## config.mk

```make
export PLATFORM = sky130hd
export DESIGN_NAME = swg_cordic
export DESIGN_NICKNAME = d
export VERILOG_FILES = /design/src/design/swg_pkg.sv /design/src/design/swg_cordic.sv
export SDC_FILE = /design/constraint.sdc
export NUM_CORES = 1
export LEC_CHECK = 0
export BUFFER_PORTS_ARGS = -buffer_cell sky130_fd_sc_hd__buf_2
export CORE_UTILIZATION = 45
export CTS_BUF_LIST = sky130_fd_sc_hd__clkbuf_8
export DETAILED_ROUTE_END_ITERATION = 12
export GPL_TIMING_DRIVEN = 0
export MAX_ROUTING_LAYER = met4
export PLACE_DENSITY = 0.59
export RECOVER_POWER = 100
export SLEW_MARGIN = 0
export SYNTH_ARGS = -nofsm -noshare
export SYNTH_HDL_FRONTEND = slang
export SYNTH_SLANG_ARGS = --single-unit
```

## constraint.sdc

```tcl
create_clock -name clock -period 8.6 [get_ports clock]
set_input_delay 1.29 -clock clock [delete_from_list [all_inputs] [get_ports clock]]
set_output_delay 1.29 -clock clock [all_outputs]
set_load 0.02 [all_outputs]
```

## src/design/swg_pkg.sv

```systemverilog
// ----------------------------------------------------------------------------
// swg_pkg
// Shared types, constants and arithmetic helpers of the spiral waypoint
// generator.
// ----------------------------------------------------------------------------
package swg_pkg;

   localparam int SWG_CORDIC_STAGES = 24;
   localparam int SWG_ATAN_IDX_W    = 5;
   localparam int SWG_CSR_ADDR_W    = 4;

   localparam logic        OP_START       = 1'b0;
   localparam logic [31:0] QUARTER_TURN   = 32'h4000_0000;
   localparam logic [31:0] EIGHTH_TURN    = 32'h2000_0000;
   localparam logic [47:0] START_RADIUS   = 48'h0001_8000_0000;
   localparam logic [47:0] RADIUS_MAX     = 48'hFFFF_FFFF_FFFF;
   localparam logic signed [33:0] CORDIC_X0 = 34'sd652032874;

   localparam logic [31:0] RST_MAX_RADIUS   = 32'd983040;
   localparam logic [31:0] RST_LOOP_SPACING = 32'd131072;
   localparam logic [30:0] RST_ANGLE_STEP   = 31'd341782638;

   // arctangent of 2^-i in binary turns
   localparam logic [31:0] SWG_ATAN_TURNS [32] = '{
      32'd536870912, 32'd316933406, 32'd167458907, 32'd85004756,
      32'd42667331,  32'd21354465,  32'd10679838,  32'd5340245,
      32'd2670163,   32'd1335087,   32'd667544,    32'd333772,
      32'd166886,    32'd83443,     32'd41722,     32'd20861,
      32'd10430,     32'd5215,      32'd2608,      32'd1304,
      32'd652,       32'd326,       32'd163,       32'd81,
      32'd41,        32'd20,        32'd10,        32'd5,
      32'd3,         32'd1,         32'd1,         32'd0
   };

   typedef enum logic [1:0] {
      REG_MAX_RADIUS   = 2'd0,
      REG_LOOP_SPACING = 2'd1,
      REG_ANGLE_STEP   = 2'd2
   } swg_reg_type;

   typedef enum logic [3:0] {
      ST_IDLE,
      ST_INC_MUL,
      ST_INC_LOAD,
      ST_CHECK,
      ST_ROT_POS,
      ST_MUL_X,
      ST_MUL_Y,
      ST_POS_Y,
      ST_ROT_QUAT,
      ST_OUT
   } swg_state_type;

   typedef enum logic [1:0] {
      MUL_INC,
      MUL_COS,
      MUL_SIN
   } swg_mul_sel_type;

   typedef struct packed {
      logic        start;
      logic [31:0] angle;
   } swg_rot_req_type;

   typedef struct packed {
      logic               done;
      logic signed [31:0] cos_v;
      logic signed [31:0] sin_v;
   } swg_rot_rsp_type;

   // origin + round(prod / 2^30), saturated to 32 bits signed
   function automatic logic signed [31:0] swg_place(input logic [31:0]        origin,
                                                    input logic signed [65:0] prod);
      logic signed [65:0] rnd;
      logic signed [65:0] sum;
      rnd = (prod + 66'sd536870912) >>> 30;
      sum = 66'($signed(origin)) + rnd;
      if (sum > 66'sd2147483647) begin
         return 32'sh7FFF_FFFF;
      end else if (sum < -66'sd2147483648) begin
         return 32'sh8000_0000;
      end else begin
         return sum[31:0];
      end
   endfunction

   // Q2.30 to Q1.15, rounded and saturated
   function automatic logic signed [15:0] swg_to_q15(input logic signed [31:0] v);
      logic signed [33:0] t;
      t = (34'(v) + 34'sd16384) >>> 15;
      if (t > 34'sd32767) begin
         return 16'sh7FFF;
      end else if (t < -34'sd32768) begin
         return 16'sh8000;
      end else begin
         return t[15:0];
      end
   endfunction

endpackage

```

## src/design/swg_cordic.sv

```systemverilog
// ----------------------------------------------------------------------------
// swg_cordic
// Iterative CORDIC rotation, one micro-rotation per cycle, giving cosine and
// sine of a binary angle in Q2.30.
// ----------------------------------------------------------------------------
module swg_cordic #(
   parameter int STAGES = swg_pkg::SWG_CORDIC_STAGES
) (
   input  logic                     clock,
   input  logic                     reset,
   input  swg_pkg::swg_rot_req_type rot_req,
   output swg_pkg::swg_rot_rsp_type rot_rsp
);
   import swg_pkg::*;

   localparam int CNT_W = $clog2(STAGES + 1);

   logic signed [33:0]        x_ff, x_in;
   logic signed [33:0]        y_ff, y_in;
   logic signed [33:0]        z_ff, z_in;
   logic [1:0]                quad_ff, quad_in;
   logic [CNT_W-1:0]          cnt_ff, cnt_in;
   logic                      busy_ff, busy_in;
   logic                      done_ff, done_in;

   logic [SWG_ATAN_IDX_W-1:0] idx;
   logic signed [33:0]        dx, dy, atan_v;
   logic [31:0]               quad_base;
   logic [31:0]               z_start;
   logic signed [33:0]        cos_w, sin_w;

   assign idx       = SWG_ATAN_IDX_W'(cnt_ff);
   assign dx        = y_ff >>> idx;
   assign dy        = x_ff >>> idx;
   assign atan_v    = $signed({2'b00, SWG_ATAN_TURNS[idx]});
   assign quad_base = rot_req.angle + EIGHTH_TURN;
   assign z_start   = rot_req.angle - {quad_base[31:30], 30'd0};

   always_comb begin
      x_in    = x_ff;
      y_in    = y_ff;
      z_in    = z_ff;
      quad_in = quad_ff;
      cnt_in  = cnt_ff;
      busy_in = busy_ff;
      done_in = 1'b0;
      if (rot_req.start) begin
         x_in    = CORDIC_X0;
         y_in    = '0;
         z_in    = 34'($signed(z_start));
         quad_in = quad_base[31:30];
         cnt_in  = '0;
         busy_in = 1'b1;
      end else if (busy_ff) begin
         if (!z_ff[33]) begin
            x_in = x_ff - dx;
            y_in = y_ff + dy;
            z_in = z_ff - atan_v;
         end else begin
            x_in = x_ff + dx;
            y_in = y_ff - dy;
            z_in = z_ff + atan_v;
         end
         cnt_in = cnt_ff + CNT_W'(1);
         if (cnt_ff == CNT_W'(STAGES - 1)) begin
            busy_in = 1'b0;
            done_in = 1'b1;
         end
      end
   end

   always_ff @(posedge clock) begin
      x_ff    <= x_in;
      y_ff    <= y_in;
      z_ff    <= z_in;
      quad_ff <= quad_in;
      cnt_ff  <= cnt_in;
      if (reset) begin
         busy_ff <= 1'b0;
         done_ff <= 1'b0;
      end else begin
         busy_ff <= busy_in;
         done_ff <= done_in;
      end
   end

   // quadrant fold-back
   always_comb begin
      case (quad_ff)
         2'd0: begin
            cos_w = x_ff;
            sin_w = y_ff;
         end
         2'd1: begin
            cos_w = -y_ff;
            sin_w = x_ff;
         end
         2'd2: begin
            cos_w = -x_ff;
            sin_w = -y_ff;
         end
         default: begin
            cos_w = y_ff;
            sin_w = -x_ff;
         end
      endcase
   end

   assign rot_rsp.done  = done_ff;
   assign rot_rsp.cos_v = cos_w[31:0];
   assign rot_rsp.sin_v = sin_w[31:0];

endmodule

```

; ---- Word-level counts from Yosys, hierarchy flattened
; Memories as Yosys holds them, arrays and structs flattened.
; Cells that the tools add are included.
[classes]
add_sub_neg = 11
magnitude_cmp = 1
eq_ne = 3
shifts = 2
mux = 13
bitwise_logic = 2
n_reduce_logical = 3
[op_table]
columns = cell, count
row1 = 32-bit case mux with 3 select lines, 2
row2 = 34-bit 2-to-1 mux, 5
row3 = 34-bit adder, 2
row4 = 34-bit by 5-bit >>> shifter with 34-bit output, 2
row5 = 34-bit subtractor, 2
row6 = 32-bit 2-to-1 mux, 2
row7 = 32-bit negation, 2
row8 = 34-bit by 33-bit adder with 34-bit output, 1
row9 = 34-bit by 33-bit subtractor with 34-bit output, 1
row10 = 32-bit by 30-bit adder with 32-bit output (second input constant), 1
row11 = 32-bit subtractor, 1
row12 = 6-bit greater-or-equal comparator (second input constant), 1
row13 = 5-bit inverter with 6-bit output, 1
row14 = 5-bit by 1-bit adder with 5-bit output (second input constant), 1
row15 = 5-bit == test (second input constant), 1
row16 = 1-bit 2-to-1 mux, 4
row17 = 3-bit OR reduction, 1
row18 = 2-bit by 1-bit == test with 1-bit output (second input constant), 1
row19 = 2-bit == test (second input constant), 1
row20 = 2-bit logical NOT, 1
row21 = 2-bit nonzero test, 1
row22 = 1-bit inverter, 1
[totals]
ff_bits = 111
mem_bits_ro = 1024
in_bits = 35
n_memories = 1
[memory_table]
columns = memory, words, width, rd, rd_ports_with_merged_regs, wr, line_no
row1 = (name not given), 32, 32, 1, 0, 0, swg_cordic.sv:35  ; assign atan_v = $signed({2'b00, SWG_ATAN_TURNS[idx]});

; ---- Longest topological paths before layout
; Gate-level depths: netlist of the first run.
[depth]
depth_word = 8
depth_mapped = 28

; ---- Worst setup path after synthesis of the first run
; OpenSTA, ideal clock, no wires.
[synth_timing]
kind = register -> register
from = register cnt_ff[0]
to = register z_ff[28], data pin
setup_ps = 169
arrival_ps = 5650
path_slack_ps = 2781
path_stages_with_launch = 26
path_cell_list = dfxtp_1 buf_4 buf_4 inv_1 clkbuf_1 ha_1 clkbuf_1 a21oi_1 a221o_1 a211oi_1 and3_1 and3_1 or2_2 clkbuf_1 xnor2_1 ha_1 a21o_1 a21oi_1 o21ai_0 a21o_1 a311o_1 a222oi_1 a31o_2 a21boi_0 o21a_1 o31ai_1
[synth_between]
elab_chain_cells = 8
word_cells_on_any_way = 9
classes_between = add/sub: 2 / mux: 5 / bitwise: 1 / memory: 1
[synth_lines]
columns = element, line_no
row1 = from (decl), swg_cordic.sv:22  ; logic [CNT_W-1:0] cnt_ff, cnt_in;
row2 = from (signal assigned), swg_cordic.sv:77  ; cnt_ff <= cnt_in;
row3 = 5-bit inverter with 6-bit output (not written as such) *, swg_cordic.sv:35
row4 = memory 32 x 32 bit *, --
row5 = 32-bit 2-to-1 mux (not written as such) * (2 in a row), swg_cordic.sv:35
row6 = 34-bit by 33-bit subtractor with 34-bit output or 34-bit by 33-bit adder with 34-bit output (tied branches), "swg_cordic.sv:58, swg_cordic.sv:62"
row7 = 34-bit 2-to-1 mux *, swg_cordic.sv:55  ; if (!z_ff[33]) begin
row8 = 34-bit 2-to-1 mux *, swg_cordic.sv:54  ; end else if (busy_ff) begin
row9 = 34-bit 2-to-1 mux *, swg_cordic.sv:47  ; if (rot_req.start) begin
row10 = via z_in[28], swg_cordic.sv:20  ; logic signed [33:0] z_ff, z_in;
row11 = to (signal assigned), swg_cordic.sv:75  ; z_ff <= z_in;
row12 = to (decl), swg_cordic.sv:20
; The timed path passes the listed nets; every way through them passes the cells marked *. The select of a mux whose other input is x is not followed.
; A chain may end at the register's enable or synchronous reset.

; ---- Worst setup path in the final report of the first run
[layout_timing]
from = register cnt_ff[2]
to = register x_ff[33]
[layout_between]
elab_chain_cells = 3
word_cells_on_any_way = 4
classes_between = add/sub: 2 / shift: 1 / mux: 1
[layout_lines]
columns = element, line_no
row1 = 34-bit by 5-bit >>> shifter with 34-bit output *, swg_cordic.sv:33  ; assign dx = y_ff >>> idx;
row2 = 34-bit subtractor or 34-bit adder (tied branches), "swg_cordic.sv:56, swg_cordic.sv:60"
row3 = 34-bit 2-to-1 mux *, swg_cordic.sv:55
row4 = to (signal assigned), swg_cordic.sv:73  ; x_ff <= x_in;
row5 = to (decl), swg_cordic.sv:18  ; logic signed [33:0] x_ff, x_in;
; Every way passes the cells marked *; elsewhere a longest branch is shown, timed or not.

==> flow_summary.toml, run 1 <==
[timing]
setup_violations = 0
tightest_slew_ns = 1.57
finClkSkew_ns = 0.0433
whs_ns = 0.579
max_clock_freq_ghz = 0.119
slew_viol_final = 26
setup_ws_ns = 0.200
maxSlewHeadroom = -0.0459
finalHoldViolations = 0
setup-tns-final_ns = 0
rsz0062_at_grt = "no"
post-route-period-util = 0.977
min_period_ns = 8.40

[cts]
cts_tree = "done"
numCtsBuffers = 9
clock_tree.buffer_depth = 2
cts_hold_buf = 0
clk_pin_slew_ns = 0.17
clk_latency_ns = 0.53
cts-root-buf = "clkbuf_8"
ctsHtreeMaxLevel = 3
cts_num_sinks = 111

[critical_path]
slowest_stage = "a221oi_1"
worst_ep_arrival_time_ns = 8.83
crit_family = "compound AO/OA/AOI/OAI gates"
critPathRequiredTime_ns = 9.03
cpPeakStageDelay_ns = 0.92
critPathKind = "reg -> reg"
r2r-start = "cnt_ff[2]"
worstSetupEndpointType = "flip-flop"
timing.rr.end = "x_ff[33]"
ff2ff_setup_slack_ns = 0.20
reg2regPathDepth = 26
cp_max_fo = 10
cp-start-kind = "flip-flop"
path_buf_inv = 3

[yosys]
avgSynthCellArea_um2 = 7.99
synth_top_cells_by_area = "mux4_2, xnor2_1, dfxtp_1"
synthesis.instances = 2407
syn_nets = 2561
ys_ff_latch = 111
synth.most_common_cell = "nor2_1"
synth_area_um2 = 19200
synth_edf_count = 36
ys.flop_type = "dfxtp_1"
synth_top_cell_by_area = "mux4_2"
ys_warn_count = 0
ys_types = 103
async_reset_ff_frac = 0
yosysSeqAreaShare = 0.134
synth.top_cells.by_count = "nor2_1, nand2_1, a21oi_1"
synth_top_area_frac = 0.119

[placed_design]
post-place-ws_ns = -0.0160
hpwl_um = 83000
gp_congestion = 1.14
io_buffers = 99

[run_status]
status = "finished with violations"
violations = "max-capacitance violations, max-slew violations"

[floorplanning]
rows = 75
die_w_um = 209
ios = 100
start_util = 0.458
fp.dieH_um = 209
fp.coreArea_um2 = 42000
die_area_um2 = 43600

[global_route]
antenna_found_initial = 9
grt_pass1_wl_um = 150000
grt_use_total = 0.495
grt_max_degree = 35
overflow = 0
first_global_vias = 20900

[routing]
routedWlPerCell_um = 34.7
dr_total_vias = 21900
routed_wl_um = 106000
drt-pass1-iter-count = 6
postRouteAntennaNets = 0
route.detailed.drc = 0
routed-wl-met3_um = 12800
drt_iter0_drc = 3294
wl_met2_um = 44800
routedLengthMet1_um = 40800
via_per_inst = 7.12
topRoutingLayerUsed = "met4"

[pwr]
irDropWorstVdd_mv = 0.309
power.density_nw_per_um2 = 455
p_leak_nw = 8.10
power_mw = 9.37

[cells_and_area]
finalNetCount = 2675
fin_util = 0.490
final_layout_size_suffix_gt1_frac = 0.118
area.growth.synth_to_final_pct = 6.94

[run]
cap_violations = 2

[min_path]
hold_path_end = "y_ff[0]"
hp-class = "reg -> reg"
hold_path_depth = 2
min_from = "y_ff[0]"
-- kinds of logic after synthesis --
kind of cell	count (synthesis)	share of synthesized area
AOI/OAI and AO/OA	663	0.225
xor gates and xnor gates	265	0.121
adders and majority gates	119	0.0785
buffers and inverters	270	0.0614
DFF	111	0.134
muxes	231	0.189
and+or+nand+nor	748	0.191
-- power breakdown --
| part | internal (mW) | switching [mW] |
|---|---|---|
| registers | 0.778 | 0.240 |
| logic | 3.01 | 4.95 |
| clock network | 0.122 | 0.277 |
-- worst min-delay path, cell delays in order, from the launching register on --
cell	delay [ns]
dfxtp_1	0.40
nor2_1	0.11
a211oi_1	0.05
-- registers in the layout, summed over array words and instances (netlist names) --
| signal | flops |
|---|---|
| z_ff | 34 |
| cnt_ff | 5 |
| y_ff | 34 |
| busy_ff | 1 |
| x_ff | 34 |
| quad_ff | 2 |
| done_ff | 1 |
-- stage by stage --
stage / instances / cell area (µm²)
floorplan: 2407 / 19200
global placement: 3045 / 20400
detailed placement: 3046 / 20400
CTS: 3064 / 20700
global route: 3069 / 20600
finish: 3071 / 20600
-- metal layers --
layer / vias up / global-route usage
li1: 9069 / -
met1: 10600 / 0.597
met2: 1718 / 0.722
met3: 446 / 0.140
met4: 0 / 0.318
met5: - / -
-- cell usage in the layout (no fill, tap or decap), drive strengths merged, types with 19 or more instances in the layout --
cell and n:
nor2b 40, o21a 22, nor2 233, mux4 102, buf 109, mux2i 95, a21o 46, mux2 34
xnor2 177, inv 71, nand2 225, a21oi 191, ha 116, edfxtp 36, o21ai 154, clkbuf 206
nor3 33, and3 19, a211oi 24, dfxtp 75, nor4 20, o21bai 22, a31oi 37, xor2 88
nand3 36, nand2b 34
-- cell type report --
cell class	count	area, µm²
plain buffers	203	928
clock inverters	7	93.8
multi-input cells	2026	15500
fillers	4106	21500
diodes	6	15.0
repair buffers	103	447
well taps	539	674
clock buffers	9	124
inverters	67	251
flip-flops and latches	111	2580
-- worst max-delay path by stage --
| stage | start | to | slack (ns) | cells past startpoint |
|---|---|---|---|---|
| finish | cnt_ff[2] | x_ff[33] | 0.20 | 26 |
| global route | cnt_ff[2] | x_ff[33] | 0.11 | 26 |
| CTS | cnt_ff[0] | y_ff[33] | 0.63 | 28 |
| detailed placement | cnt_ff[0] | y_ff[33] | -0.02 | 27 |
| global placement | cnt_ff[0] | y_ff[33] | -0.07 | 27 |
| floorplan | cnt_ff[0] | z_ff[28] | 2.78 | 25 |
-- repair_timing --
item	in CTS	in global routing
endpoints found under the setup margin	1	1
pin swaps	1	0
resized for setup	0	1
buffers inserted	2	0
Note: power is estimated with default switching activity, not from simulation.
==> inputs of run 2 (changes only) <==
--- a/config.mk
+++ b/config.mk
@@ -5,7 +5,7 @@
 export SDC_FILE = /design/constraint.sdc
 export NUM_CORES = 1
 export LEC_CHECK = 0
-export BUFFER_PORTS_ARGS = -buffer_cell sky130_fd_sc_hd__buf_2
+export BUFFER_PORTS_ARGS = -buffer_cell sky130_fd_sc_hd__clkbuf_2
 export CORE_UTILIZATION = 45
 export CTS_BUF_LIST = sky130_fd_sc_hd__clkbuf_8
 export DETAILED_ROUTE_END_ITERATION = 12
==> flow_summary.toml, run 2 (synthesis results as in run 1) <==
[run_status]
status = "finished clean"

[cts]
cts_setup_buffers = 0
ctsHtreeMaxLevel = 3
cts_num_sinks = 111
numCtsBuffers = 9
clk_latency_ns = 0.51
cts_tree = "done"
clk_pin_slew_ns = 0.16
cts_resized = 0
cts-root-buf = "clkbuf_8"
clock_tree.buffer_depth = 2
cts_hold_buf = 0

[critical_path]
worstSetupEndpointType = "flip-flop"
critPathRequiredTime_ns = 9.03
cp-start-kind = "flip-flop"
reg2regPathDepth = 23
r2r-start = "cnt_ff[3]"
timing.rr.end = "x_ff[33]"
path_cells = "buf_2 > clkbuf_1 > mux4_2 > mux2i_1 > o221ai_1 > or2_2 > nor4_1 > nor2b_1 > and2_1 > and4_1 > a31oi_1 > xor2_1 > ha_1 > a21o_1 > a21o_1 > a21oi_1 > o21a_1 > o21ai_0 > a21oi_1 > o21ai_0 > xnor2_1 > a211oi_1 > a31o_1"
slowest_stage = "mux2i_1"
worst_ep_arrival_time_ns = 8.99
cp_max_fo = 10
ff2ff_setup_slack_ns = 0.04
critPathKind = "reg -> reg"
cpPeakStageDelay_ns = 0.96

[floorplanning]
die_area_um2 = 43600
ios = 100
fp.dieH_um = 209
fp.coreArea_um2 = 42000
start_util = 0.458
die_w_um = 209
rows = 75

[pwr]
p_clk_frac = 0.043
netSwitchingFraction = 0.580
irDropWorstVdd_mv = 0.366
p_leak_nw = 8.08
power.density_nw_per_um2 = 451
pwr-share-seq = 0.114
combPwrFrac = 0.843
p_switching_mw = 5.37
p_int_mw = 3.89

[cells_and_area]
multi_input_area_um2 = 15500
final_common_cell = "nor2_1"
regArea_um2 = 2580
fillers = 4129
area.growth.synth_to_final_pct = 6.79
final_cell_mix = "nor2_1, nand2_1, clkbuf_1, a21oi_1, xnor2_1"
reg_top3 = "x_ff: 34 flops, y_ff: 34 flops, z_ff: 34 flops"
final_layout_size_suffix_gt1_frac = 0.116
finalNetCount = 2673

[timing]
finClkSkew_ns = 0.0321
min_period_ns = 8.56
setup_violations = 0
slew_viol_final = 0
whs_ns = 0.562
maxSlewHeadroom = 0.0233
tightest_slew_ns = 1.47
finalHoldViolations = 0
post-route-period-util = 0.995
max_clock_freq_ghz = 0.117
setup-tns-final_ns = 0
rsz0062_at_grt = "no"

[routing]
postRouteAntennaNets = 0
drt-pass1-iter-count = 6
via_per_inst = 7.08
routed_wl_um = 104000
drt_iter0_drc = 3124
route.detailed.drc = 0
routedWlPerCell_um = 33.8
dr_total_vias = 21700

[min_path]
hp-class = "reg -> reg"
hold_path_end = "y_ff[0]"
hold_path_depth = 2
min_from = "y_ff[0]"

[placed_design]
io_buffers = 99
gp_congestion = 1.18
hpwl_um = 81100

[run]
cap_violations = 0

[global_route]
grt_max_degree = 35
overflow = 0
grt_use_total = 0.482
grt_pass1_wl_um = 146000
antenna_found_initial = 10
first_global_vias = 20400
[run 2: cell types whose count changed in the layout (fill, tap and decap cells not counted), sizes merged]
cell    before  now
buf        109   68
clkbuf     206  245
clkinv       3    6
diode        6    9
inv         71   68
[run 2: cell type report]
class | count | area share
flip-flops and latches | 111 | 0.126
clock buffers | 9 | 0.00603
multi-input cells | 2026 | 0.752
diodes | 9 | 0.00110
plain buffers | 203 | 0.0451
well taps | 539 | 0.0328
clock inverters | 7 | 0.00420
inverters | 67 | 0.0122
repair buffers | 101 | 0.0209
[run 2: worst max-delay path by stage]
stage,start,endpoint,slack [ns],depth (start not counted)
after detailed placement,cnt_ff[0],y_ff[33],0.57,27
after global placement,cnt_ff[0],y_ff[33],0.71,27
after global routing,cnt_ff[3],x_ff[33],0.05,21
final,cnt_ff[3],x_ff[33],0.04,23
after CTS,cnt_ff[0],y_ff[33],0.58,27
after floorplan,cnt_ff[0],z_ff[28],2.78,25
[run 2: power by group through the flow]
stage / clock [mW] / sequential [mW] / combinational (mW)
floorplan: 0 / 0.898 / 5.55
global placement: 0 / 1.04 / 7.28
detailed placement: 0 / 1.04 / 7.52
CTS: 0.400 / 1.03 / 7.57
global route: 0.408 / 1.05 / 8.31
finish: 0.394 / 1.06 / 7.81
[run 2: worst max-delay path: cells and delay by family (launching register included)]
kind	cells	cell delay (ns)
AOI/OAI and AO/OA	11	2.40
and+or+nand+nor	5	2.02
muxes	2	1.43
buffers and inverters	2	0.98
xor gates and xnor gates	2	0.91
adders and majority gates	1	0.37
DFF	1	0.33
[run 2: through the flow]
| stage | util | std cells | setup slack (ns) | area (µm²) | power (mW) |
|---|---|---|---|---|---|
| 2_1_floorplan | - | 2407 | 2.78 | 19200 | 6.45 |
| 3_3_place_gp | 0.486 | 3045 | 0.708 | 20400 | 8.31 |
| 3_5_place_dp | 0.486 | 3046 | 0.573 | 20400 | 8.56 |
| 4_1_cts | 0.491 | 3062 | 0.576 | 20600 | 9.00 |
| 5_1_grt | 0.489 | 3068 | 0.0458 | 20500 | 9.77 |
| 6_report | 0.489 | 3072 | 0.0426 | 20600 | 9.26 |
[run 2: per-layer routing]
layer / GRT usage / part of all wire / up-vias
met1: 0.587 / 0.39 / 10600
met2: 0.691 / 0.42 / 1660
li1: - / - / 9054
met5: - / 0 / -
met3: 0.165 / 0.12 / 435
met4: 0.277 / 0.071 / 0
